--- config.mk ---
export PLATFORM = sky130hd
export DESIGN_NAME = linear_probe_hash_table
export DESIGN_NICKNAME = d
export VERILOG_FILES = /design/src/sv/lpht_pkg.sv /design/src/sv/lpht_store.sv /design/src/sv/linear_probe_hash_table.sv
export VERILOG_INCLUDE_DIRS = /design/src /design/src/sv
export SDC_FILE = /design/constraint.sdc
export NUM_CORES = 2
export LEC_CHECK = 0
export ABC_AREA = 0
export BUFFER_PORTS_ARGS = -buffer_cell sky130_fd_sc_hd__buf_2
export CAP_MARGIN = 20
export CELL_PAD_IN_SITES_DETAIL_PLACEMENT = 0
export CELL_PAD_IN_SITES_GLOBAL_PLACEMENT = 1
export CORE_ASPECT_RATIO = 1.2
export CORE_MARGIN = 4
export CORE_UTILIZATION = 30
export CTS_BUF_LIST = sky130_fd_sc_hd__clkbuf_8
export DETAILED_ROUTE_END_ITERATION = 7
export PLACE_DENSITY = 0.49
export SYNTH_ARGS = -nofsm -noshare
export SYNTH_HDL_FRONTEND = slang
export SYNTH_SLANG_ARGS = --single-unit
--- constraint.sdc ---
create_clock -name clk -period 7 [get_ports clk]
set_input_delay 0 -clock clk [delete_from_list [all_inputs] [get_ports clk]]
set_output_delay 0 -clock clk [all_outputs]
set_load 0.01 [all_outputs]
--- src/sv/linear_probe_hash_table_macros.svh ---
// Assertion macros shared by the hash table RTL.
`ifndef LINEAR_PROBE_HASH_TABLE_MACROS_SVH
`define LINEAR_PROBE_HASH_TABLE_MACROS_SVH

`ifndef SYNTH

// Same-cycle implication, checked on every rising edge outside reset.
`define LPHT_ASSERT_IMP(label, ante, cons, msg) \
    label: assert property (@(posedge clk) disable iff (!rst_n) (ante) |-> (cons)) \
        else $error(msg);

// Next-cycle implication.
`define LPHT_ASSERT_NXT(label, ante, cons, msg) \
    label: assert property (@(posedge clk) disable iff (!rst_n) (ante) |=> (cons)) \
        else $error(msg);

`else

`define LPHT_ASSERT_IMP(label, ante, cons, msg)
`define LPHT_ASSERT_NXT(label, ante, cons, msg)

`endif

`endif

--- src/sv/lpht_pkg.sv ---
// Shared types and constants of the linear-probing hash table.
package lpht_pkg;

    // Table size: a power of two, 4 to 65536.
    localparam int SLOTS      = 64;
    localparam int IDX_W      = $clog2(SLOTS);
    localparam int HALF_SLOTS = SLOTS / 2;
    localparam int KEY_W      = 32;
    localparam int DATA_W     = 32;

    typedef enum logic [2:0] {
        STATUS_HIT      = 3'd0,
        STATUS_MISS     = 3'd1,
        STATUS_UPDATED  = 3'd2,
        STATUS_INSERTED = 3'd3,
        STATUS_FULL     = 3'd4
    } lpht_status_t;

    typedef struct packed {
        logic [KEY_W-1:0]  key;
        logic [DATA_W-1:0] data;
    } lpht_entry_t;

    typedef struct packed {
        logic             en;
        logic [IDX_W-1:0] idx;
    } lpht_rd_req_t;

    typedef struct packed {
        logic             en;
        logic [IDX_W-1:0] idx;
        lpht_entry_t      entry;
    } lpht_wr_req_t;

endpackage

--- src/sv/lpht_store.sv ---
// Slot store: key/data memory with registered read and per-slot valid flags.
module lpht_store
    import lpht_pkg::*;
(
    input  logic         clk,
    input  logic         rst_n,
    input  lpht_rd_req_t rd_req,
    input  lpht_wr_req_t wr_req,
    output logic         rd_valid,
    output lpht_entry_t  rd_entry
);

    lpht_entry_t slot_mem [SLOTS];
    logic [SLOTS-1:0] valid_reg;
    logic             rd_valid_reg;
    lpht_entry_t      rd_entry_reg;

    // Memory port: write and registered read.
    always_ff @(posedge clk)
    begin
        if (wr_req.en)
        begin
            slot_mem[wr_req.idx] <= wr_req.entry;
        end
        if (rd_req.en)
        begin
            rd_entry_reg <= slot_mem[rd_req.idx];
        end
    end

    // Valid flags clear at reset; set on every write.
    always_ff @(posedge clk or negedge rst_n)
    begin
        if (!rst_n)
        begin
            valid_reg    <= '0;
            rd_valid_reg <= 1'b0;
        end
        else
        begin
            if (wr_req.en)
            begin
                valid_reg[wr_req.idx] <= 1'b1;
            end
            if (rd_req.en)
            begin
                rd_valid_reg <= valid_reg[rd_req.idx];
            end
        end
    end

    assign rd_valid = rd_valid_reg;
    assign rd_entry = rd_entry_reg;

endmodule

--- src/sv/linear_probe_hash_table.sv ---
// Linear-probing hash table: 64 slots of 32-bit key and 32-bit data, one result per item.
// Each item probes from its home slot onward, one slot at a time, until a slot decides; the result is registered.
// Each probe is one read of the slot memory; a new item is not taken until the result reaches the output register.
// The output register frees the input side: a new item is taken while a result waits in it.
// Reset (rst_n, asynchronous) clears all valid flags and the used count at once; no clearing pass.
module linear_probe_hash_table
    import lpht_pkg::*;
(
    input  logic              clk,
    input  logic              rst_n,
    input  logic              in_valid,
    output logic              in_stall,
    input  logic              func,
    input  logic [KEY_W-1:0]  lookup_key,
    input  logic [DATA_W-1:0] put_value,
    output logic              out_valid,
    input  logic              out_stall,
    output logic [2:0]        status,
    output logic [DATA_W-1:0] read_value
);

`include "linear_probe_hash_table_macros.svh"

    typedef enum logic [1:0] {
        S_IDLE,
        S_PROBE,
        S_WAIT
    } state_t;

    localparam logic [IDX_W-1:0] LAST_PROBE = IDX_W'(SLOTS - 1);
    localparam logic [IDX_W-1:0] USED_LIMIT = IDX_W'(HALF_SLOTS);

    state_t            state_reg,     state_next;
    logic              func_reg,      func_next;
    logic [KEY_W-1:0]  key_reg,       key_next;
    logic [DATA_W-1:0] value_reg,     value_next;
    logic [IDX_W-1:0]  idx_reg,       idx_next;
    logic [IDX_W-1:0]  probe_cnt_reg, probe_cnt_next;
    logic [IDX_W-1:0]  used_reg,      used_next;
    lpht_status_t      res_status_reg, res_status_next;
    logic [DATA_W-1:0] res_value_reg, res_value_next;
    logic              out_valid_reg, out_valid_next;
    lpht_status_t      out_status_reg, out_status_next;
    logic [DATA_W-1:0] out_value_reg, out_value_next;

    lpht_rd_req_t rd_req;
    lpht_wr_req_t wr_req;
    logic         rd_valid;
    lpht_entry_t  rd_entry;

    logic         in_accept;
    logic         out_free;
    logic         slot_match;
    logic         slot_empty;
    logic         has_room;
    logic         probe_done;
    lpht_status_t probe_status;
    logic [DATA_W-1:0] probe_value;

    lpht_store u_store (
        .clk      (clk),
        .rst_n    (rst_n),
        .rd_req   (rd_req),
        .wr_req   (wr_req),
        .rd_valid (rd_valid),
        .rd_entry (rd_entry)
    );

    // Take a new item only in idle, not while a result is parked; the output register decouples the output.
    assign in_stall  = (state_reg != S_IDLE);
    assign in_accept = in_valid && !in_stall;
    assign out_free  = !out_valid_reg || !out_stall;

    // Judge the slot just read.
    assign slot_empty = !rd_valid;
    assign slot_match = rd_valid && (rd_entry.key == key_reg);
    assign has_room   = (used_reg < USED_LIMIT);
    assign probe_done = slot_empty || slot_match || (probe_cnt_reg == LAST_PROBE);

    always_comb
    begin
        probe_value = '0;
        if (!func_reg)
        begin
            probe_status = slot_match ? STATUS_HIT : STATUS_MISS;
            if (slot_match)
            begin
                probe_value = rd_entry.data;
            end
        end
        else if (slot_match)
        begin
            probe_status = STATUS_UPDATED;
        end
        else if (slot_empty && has_room)
        begin
            probe_status = STATUS_INSERTED;
        end
        else
        begin
            probe_status = STATUS_FULL;
        end
    end

    // Issue the home slot read on acceptance; advance to the next slot, wrapping, on a probe miss.
    always_comb
    begin
        rd_req.en  = 1'b0;
        rd_req.idx = idx_reg + 1'b1;
        if (in_accept)
        begin
            rd_req.en  = 1'b1;
            rd_req.idx = lookup_key[IDX_W-1:0];
        end
        else if ((state_reg == S_PROBE) && !probe_done)
        begin
            rd_req.en = 1'b1;
        end
    end

    // Write back an update or an insert in the deciding cycle; the next read comes later.
    always_comb
    begin
        wr_req.en         = (state_reg == S_PROBE) && probe_done
                            && ((probe_status == STATUS_UPDATED)
                                || (probe_status == STATUS_INSERTED));
        wr_req.idx        = idx_reg;
        wr_req.entry.key  = key_reg;
        wr_req.entry.data = value_reg;
    end

    always_comb
    begin
        state_next      = state_reg;
        func_next       = func_reg;
        key_next        = key_reg;
        value_next      = value_reg;
        idx_next        = idx_reg;
        probe_cnt_next  = probe_cnt_reg;
        used_next       = used_reg;
        res_status_next = res_status_reg;
        res_value_next  = res_value_reg;
        out_valid_next  = out_valid_reg && out_stall;
        out_status_next = out_status_reg;
        out_value_next  = out_value_reg;

        case (state_reg)
            S_IDLE:
            begin
                if (in_accept)
                begin
                    func_next      = func;
                    key_next       = lookup_key;
                    value_next     = put_value;
                    idx_next       = lookup_key[IDX_W-1:0];
                    probe_cnt_next = '0;
                    state_next     = S_PROBE;
                end
            end
            S_PROBE:
            begin
                if (probe_done)
                begin
                    if (probe_status == STATUS_INSERTED)
                    begin
                        used_next = used_reg + 1'b1;
                    end
                    // Hand the result straight to the output when it is free, else park it.
                    if (out_free)
                    begin
                        out_valid_next  = 1'b1;
                        out_status_next = probe_status;
                        out_value_next  = probe_value;
                        state_next      = S_IDLE;
                    end
                    else
                    begin
                        res_status_next = probe_status;
                        res_value_next  = probe_value;
                        state_next      = S_WAIT;
                    end
                end
                else
                begin
                    idx_next       = idx_reg + 1'b1;
                    probe_cnt_next = probe_cnt_reg + 1'b1;
                end
            end
            S_WAIT:
            begin
                if (out_free)
                begin
                    out_valid_next  = 1'b1;
                    out_status_next = res_status_reg;
                    out_value_next  = res_value_reg;
                    state_next      = S_IDLE;
                end
            end
            default:
            begin
                state_next = S_IDLE;
            end
        endcase
    end

    always_ff @(posedge clk or negedge rst_n)
    begin
        if (!rst_n)
        begin
            state_reg      <= S_IDLE;
            func_reg       <= 1'b0;
            key_reg        <= '0;
            value_reg      <= '0;
            idx_reg        <= '0;
            probe_cnt_reg  <= '0;
            used_reg       <= '0;
            res_status_reg <= STATUS_MISS;
            res_value_reg  <= '0;
            out_valid_reg  <= 1'b0;
            out_status_reg <= STATUS_MISS;
            out_value_reg  <= '0;
        end
        else
        begin
            state_reg      <= state_next;
            func_reg       <= func_next;
            key_reg        <= key_next;
            value_reg      <= value_next;
            idx_reg        <= idx_next;
            probe_cnt_reg  <= probe_cnt_next;
            used_reg       <= used_next;
            res_status_reg <= res_status_next;
            res_value_reg  <= res_value_next;
            out_valid_reg  <= out_valid_next;
            out_status_reg <= out_status_next;
            out_value_reg  <= out_value_next;
        end
    end

    assign out_valid  = out_valid_reg;
    assign status     = out_status_reg;
    assign read_value = out_value_reg;

    `LPHT_ASSERT_IMP(a_write_in_probe, wr_req.en, state_reg == S_PROBE, "slot write outside probe")
    `LPHT_ASSERT_IMP(a_used_bound, 1'b1, used_reg <= USED_LIMIT, "used count above half capacity")
    `LPHT_ASSERT_NXT(a_insert_counts, wr_req.en && slot_empty, used_reg == $past(used_reg) + 1'b1, "insert not counted")
    `LPHT_ASSERT_NXT(a_accept_probes, in_accept, state_reg == S_PROBE, "accepted item did not start probing")
    `LPHT_ASSERT_IMP(a_read_not_idle_write, rd_req.en && wr_req.en, 1'b0, "read and write in same cycle")

endmodule
Yosys cells after proc, flatten, opt, wreduce, memory -nomap -nowiden
Memories as Yosys holds them, arrays and structs flattened. A register that Yosys moved wholly into a read port is not among the register bits.
Cells that the tools add are included.
{"block": "op_classes", "add_sub_neg": 3, "n_mul": 0, "div_mod_pow": 0, "order_cmp": 4, "n_eq_ne": 11, "shifts": 0, "n_mux": 37, "bitwise": 2, "n_reduce_logical": 27}
{"op": "$mux 32", "n": 5}
{"op": "$or 64x64->64", "n": 1}
{"op": "$pmux 32 s2", "n": 1}
{"op": "$eq 32x32->1", "n": 1}
{"op": "$mux 6", "n": 5}
{"op": "$pmux 6 s2", "n": 2}
{"op": "$add 6x1->6 const B", "n": 3}
{"op": "$mux 3", "n": 6}
{"op": "$lt 6x7->1 const B", "n": 2}
{"op": "$reduce_and 3->1", "n": 4}
{"op": "$ne 2x2->1 const B", "n": 5}
{"op": "$mux 1", "n": 9}
{"op": "$logic_and 1x1->1", "n": 8}
{"op": "$mux 2", "n": 4}
{"op": "$bmux 1 s6", "n": 1}
{"op": "$demux 1 s6", "n": 1}
{"op": "$eq 3x2->1 const B", "n": 2}
{"op": "$eq 6x6->1 const B", "n": 1}
{"op": "$ge 6x1->1 const B", "n": 1}
{"op": "$lt 6x6->1 const B", "n": 1}
{"op": "$pmux 2 s3", "n": 1}
{"op": "$pmux 3 s2", "n": 1}
{"op": "$reduce_bool 2->1", "n": 3}
{"op": "$logic_not 1->1", "n": 5}
{"op": "other kinds (8)", "n": 11}
{"block": "word_totals", "regBits": 221, "latchBits": 0, "ram_bits": 4096, "mem_bits_ro": 0, "output_inout_bits": 37, "elab_cells": 99, "mem_count": 1}
{"name": "u_store.slot_mem", "words": 64, "word_bits": 64, "rd": 1, "rd_clocked_by_memory_dff": 1, "wr": 1, "line": "lpht_store.sv:13", "source": "lpht_entry_t slot_mem [SLOTS];"}

Longest topological paths before layout
{"block": "logic_depth", "word_depth": 10, "mapped_depth": 14}

Modules after synthesis
From an unflattened synthesis, not the netlist that was laid out.
{"block": "unflattened", "hier_cells": 7521, "hier_area_um2": 165660.1}
{"module": "lpht_store", "n_inst": 1, "cells_each": 6687, "area_each_um2": 158289.3}
{"module": "linear_probe_hash_table", "n_inst": 1, "cells_each": 834, "area_each_um2": 7370.8}

Worst setup path after synthesis
OpenSTA, ideal clock, no wires.
{"block": "synth_path", "path_kind": "register to register", "startpoint": "register key_reg[22]", "endpoint": "memory u_store.slot_mem[14][0] (netlist bit) (enable)", "arrival_time_ns": 5.243, "required_time_ns": 6.514, "setup_slack_ns": 1.271, "stages_incl_launch_ff": 9, "path_buffers": 2, "path_cell_list": "dfrtp_1 > xor2_1 > nor4_1 > nand4_1 > o31ai_2 > buf_6 > nand4b_2 > buf_6 > nor2_1"}
{"block": "synth_via", "elab_chain_cells": 9, "elab_cells_between_ends": 14}
{"element": "start, declared", "line": "linear_probe_hash_table.sv:35", "source": "logic [KEY_W-1:0] key_reg, key_next;"}
{"element": "start signal, assigned", "line": "linear_probe_hash_table.sv:227", "source": "key_reg <= key_next;"}
{"element": "$eq 32x32->1 (*)", "line": "linear_probe_hash_table.sv:76", "source": "assign slot_match = rd_valid && (rd_entry.key == key_reg);"}
{"element": "$logic_and 1x1->1 (*)", "line": "linear_probe_hash_table.sv:76"}
{"element": "$mux 1 or $mux 3 (tied branches)", "line": "linear_probe_hash_table.sv:85, linear_probe_hash_table.sv:91"}
{"element": "$mux 3", "line": "linear_probe_hash_table.sv:83", "source": "if (!func_reg)"}
{"element": "$eq 3x2->1 (on tied branches)", "line": "linear_probe_hash_table.sv:125, linear_probe_hash_table.sv:126"}
{"element": "$logic_or 1x1->1", "line": "linear_probe_hash_table.sv:126", "source": "|| (probe_status == STATUS_INSERTED));"}
{"element": "$logic_and 1x1->1 (*)", "line": "linear_probe_hash_table.sv:125", "source": "&& ((probe_status == STATUS_UPDATED)"}
{"element": "$mux 1 (*)", "line": "lpht_store.sv:21", "source": "if (wr_req.en)"}
{"element": "$mux 1 (implied by the code) (*)", "line": "lpht_store.sv:23", "source": "slot_mem[wr_req.idx] <= wr_req.entry;"}
{"element": "end, declared", "line": "lpht_store.sv:13"}
Mark *: on every way between the ends. The rest lies on a longest branch, timed or not.

Worst setup path after layout
{"block": "layout_path", "startpoint": "register key_reg[3]", "endpoint": "memory u_store.slot_mem[59][46] (netlist bit) (enable)"}
The elaborated chain is that of the path after synthesis.

==> impl_metrics.toml <==
[outcome]
status = "finished, final reports clean"

[die]
die_w_um = 692.5
fp.coreArea_um2 = 560000
start_util_pct = 30.12
fp.dieH_um = 829.4
floorplan.io_pins = 106
die-area_um2 = 574300
rows = 301

[timing]
setup_viol = 0
period_needed_ps = 5418
hold_viol_final = 0
fin_setup_tns_ps = 0
drv_slew = 0
max_freq_ghz = 0.1846
rsz0062_at_grt = "false"
min_period_over_period_pct = 77.40
relSlewSlack_pct = 20.17
fin_skew_ps = 99.67
worst_slew_pin_slew_ps = 1197

[pwr]
total_power_mw = 88.72
seqPwrFrac_pct = 38.3
p_comb_share_pct = 38.6
powerDensity_nw_per_um2 = 452.7
p_int_mw = 54.72
ir_worst_vdd_mv = 0.7054
power_frac_clock_pct = 23.0
leakagePower_nw = 64.18
switchingPower_mw = 34.00
swShare_pct = 38.32

[synthesis]
synth_area_per_cell_um2 = 19.75
synth_compound_area_share_pct = 0.5556
synth_area_leaders = "edfxtp_1 (74%), mux4_2 (14%), dfrtp_1 (3.2%)"
synth_edf_count = 4160
netlist_instances = 8541
synth_top_family_by_area = "multiplexers"
synth_warnings = 0
yosys.area.top_type = "edfxtp_1"
synth_cell_types = 64
netlist.area_leader.share_pct = 74.06
synth_area_um2 = 168700
synthMuxAreaShare_pct = 14.10
synthSimpleGateAreaFrac_pct = 6.230
synth_seq_cells = 4381
syn-num-nets = 8617
synth_common_cells = "edfxtp_1 (4160), nand2_1 (1325), mux4_2 (1033)"
synth_xor_area_share_pct = 0.2233
async_flop_share_pct = 5.045
yosysSeqAreaShare_pct = 77.35
synth_fa_ha_area_share_pct = 0.05193
yosysMostFrequentCell = "edfxtp_1"
synth_flop_cell = "edfxtp_1"

[clock_tree]
clkLatencyLatePin_ps = 1300
clockBufferDepth = 4
numCtsBuffers = 691
postCtsSetupRepairBufs = 0
path_clk_slew_ps = 70
root_buffer = "clkbuf_8"
clock_sinks = 4381
tritoncts = "done"
cts_max_level = 6
cts_resized = 0
hold_buffers = 206

[layout]
fin_util_pct = 35.00
fin_cells = 17400
drive_gt1_share_pct = 25.27
fillCellCount = 52620
layout.nets = 9471
syn2layout_area_growth_pct = 16.20
largest_reg_flops = 4096
postLayoutCellArea_um2 = 196000

[critical_path]
crit_path_start_kind = "flop"
timing.reg2reg.setup_slack_ps = 1580
critPathMaxFanout = 66
cpPeakStageDelay_ps = 920
crit_required_ps = 7870
slowest_stage = "nor4_1"
cp_top_family = "simple AND/OR/NAND/NOR gates"
r2r_cells = 8
crit_chain = "buf_4 -> xor2_1 -> nor4_1 -> nand4_1 -> o31ai_4 -> nand4_4 -> nor2_4 -> buf_4"
worstPathArrival_ps = 6290
cp_common_cell = "buf_4"
cp.buffers_inverters = 2
worstSetupPathType = "reg2reg"
cp.depth = 8
end_kind = "flop"

[route]
antenna_left = 0
wl_um = 569300
via_count = 89240
viasPerCell = 5.129
wl_per_cell_um = 32.72
drt_iter0_markers = 9436
drc_errors = 0
dr.pass1.iters = 6

[placement]
placed_area_um2 = 181000
dp.cells = 15910
io_buffers = 105
gp_congestion = 0.7671
place_hpwl_um = 301400

[min_path]
hold-path-cell-count = 5
hold_class = "in2reg"

[run]
maxCapViolCount = 0

[global_routing]
grt_use_total_pct = 19.39
grt_pass1_wl_um = 779900
grt_max_degree = 124
antenna_found_initial = 44
gr-total-overflow = 0
first_global_vias = 93120
[power by group through the flow]
stage | combinational [mW] | clock (mW) | sequential, mW
2_1_floorplan | 19.1 | 0 | 35.7
4_1_cts | 34.9 | 21.1 | 34.2
6_report | 34.3 | 20.4 | 34.0
5_1_grt | 36.7 | 22.2 | 34.1
3_5_place_dp | 34.6 | 0 | 34.8
3_3_place_gp | 34.2 | 0 | 34.9
[cell type report]
cell class / count / area (um2) / share of cell area, %
multi-input cells: 3660 / 36290 / 18.52
well taps: 7423 / 9288 / 4.739
clock inverters: 537 / 2796 / 1.427
inverters: 18 / 72.57 / 0.03703
repair buffers: 643 / 7127 / 3.636
clock buffers: 718 / 9882 / 5.042
diodes: 17 / 42.54 / 0.02171
flip-flops and latches: 4381 / 130500 / 66.58
[kinds of logic (layout without fill, tap and decap cells)]
family	count (synthesis)	after routing
xor+xnor	43	43
compound gates	159	159
simple gates	2372	2372
mux	1079	1079
buf+inv	500	1916
fa+ha+maj	7	7
other cells	0	17
flops	4381	4381
[layer usage]
| metal | routed length [um] | share of wire (%) | global-route usage, % | vias to the layer above |
|---|---|---|---|---|
| met5 | 13 | 0.0023 | 0 | - |
| met4 | 17260 | 3.0 | 5.570 | 2 |
| met3 | 32410 | 5.7 | 2.990 | 834 |
| met2 | 285300 | 50 | 33.30 | 3158 |
| met1 | 234300 | 41 | 25.41 | 49170 |
| li1 | - | - | - | 36080 |
[through the flow]
step	hold slack, ps	worst slack, ps
6_report	194.0	1582
2_1_floorplan	-295.6	1271
3_5_place_dp	-108.7	1480
4_1_cts	2.027	1483
5_1_grt	127.5	1541
3_3_place_gp	-113.0	1501
[path summary, 6_finish.rpt]
kind                                            end             startpoint
setup / recovery           u_store.slot_mem[59][46]             key_reg[3]
hold / removal                          key_reg[29]         lookup_key[29]
setup reg to reg           u_store.slot_mem[59][46]             key_reg[3]
hold reg to reg               u_store.valid_reg[47]  u_store.valid_reg[47]
max in group asynchronous                key_reg[4]                  rst_n
min in group asynchronous             value_reg[16]                  rst_n
[worst reg2reg max path, delay by kind of cell (launching register included)]
family | cells | cell delay [ps]
compound gates | 1 | 820
xor+xnor | 1 | 250
buf+inv | 2 | 1170
flops | 1 | 330
simple gates | 4 | 2420
[layout by cell type, fill, tap and decap left out, drive strengths merged, types with 37 or more instances in the layout]
master          n
edfxtp       4160
nand2        1328
mux4         1033
nand3         787
clkbuf        718
buf           438
inv           315
dfrtp         219
clkinv        208
dlygate4sd3   205
o21ai         100
nor2           83
nand4          73
or2            60
mux2           39
xor2           37
Note: power is estimated with default switching activity, not from simulation.
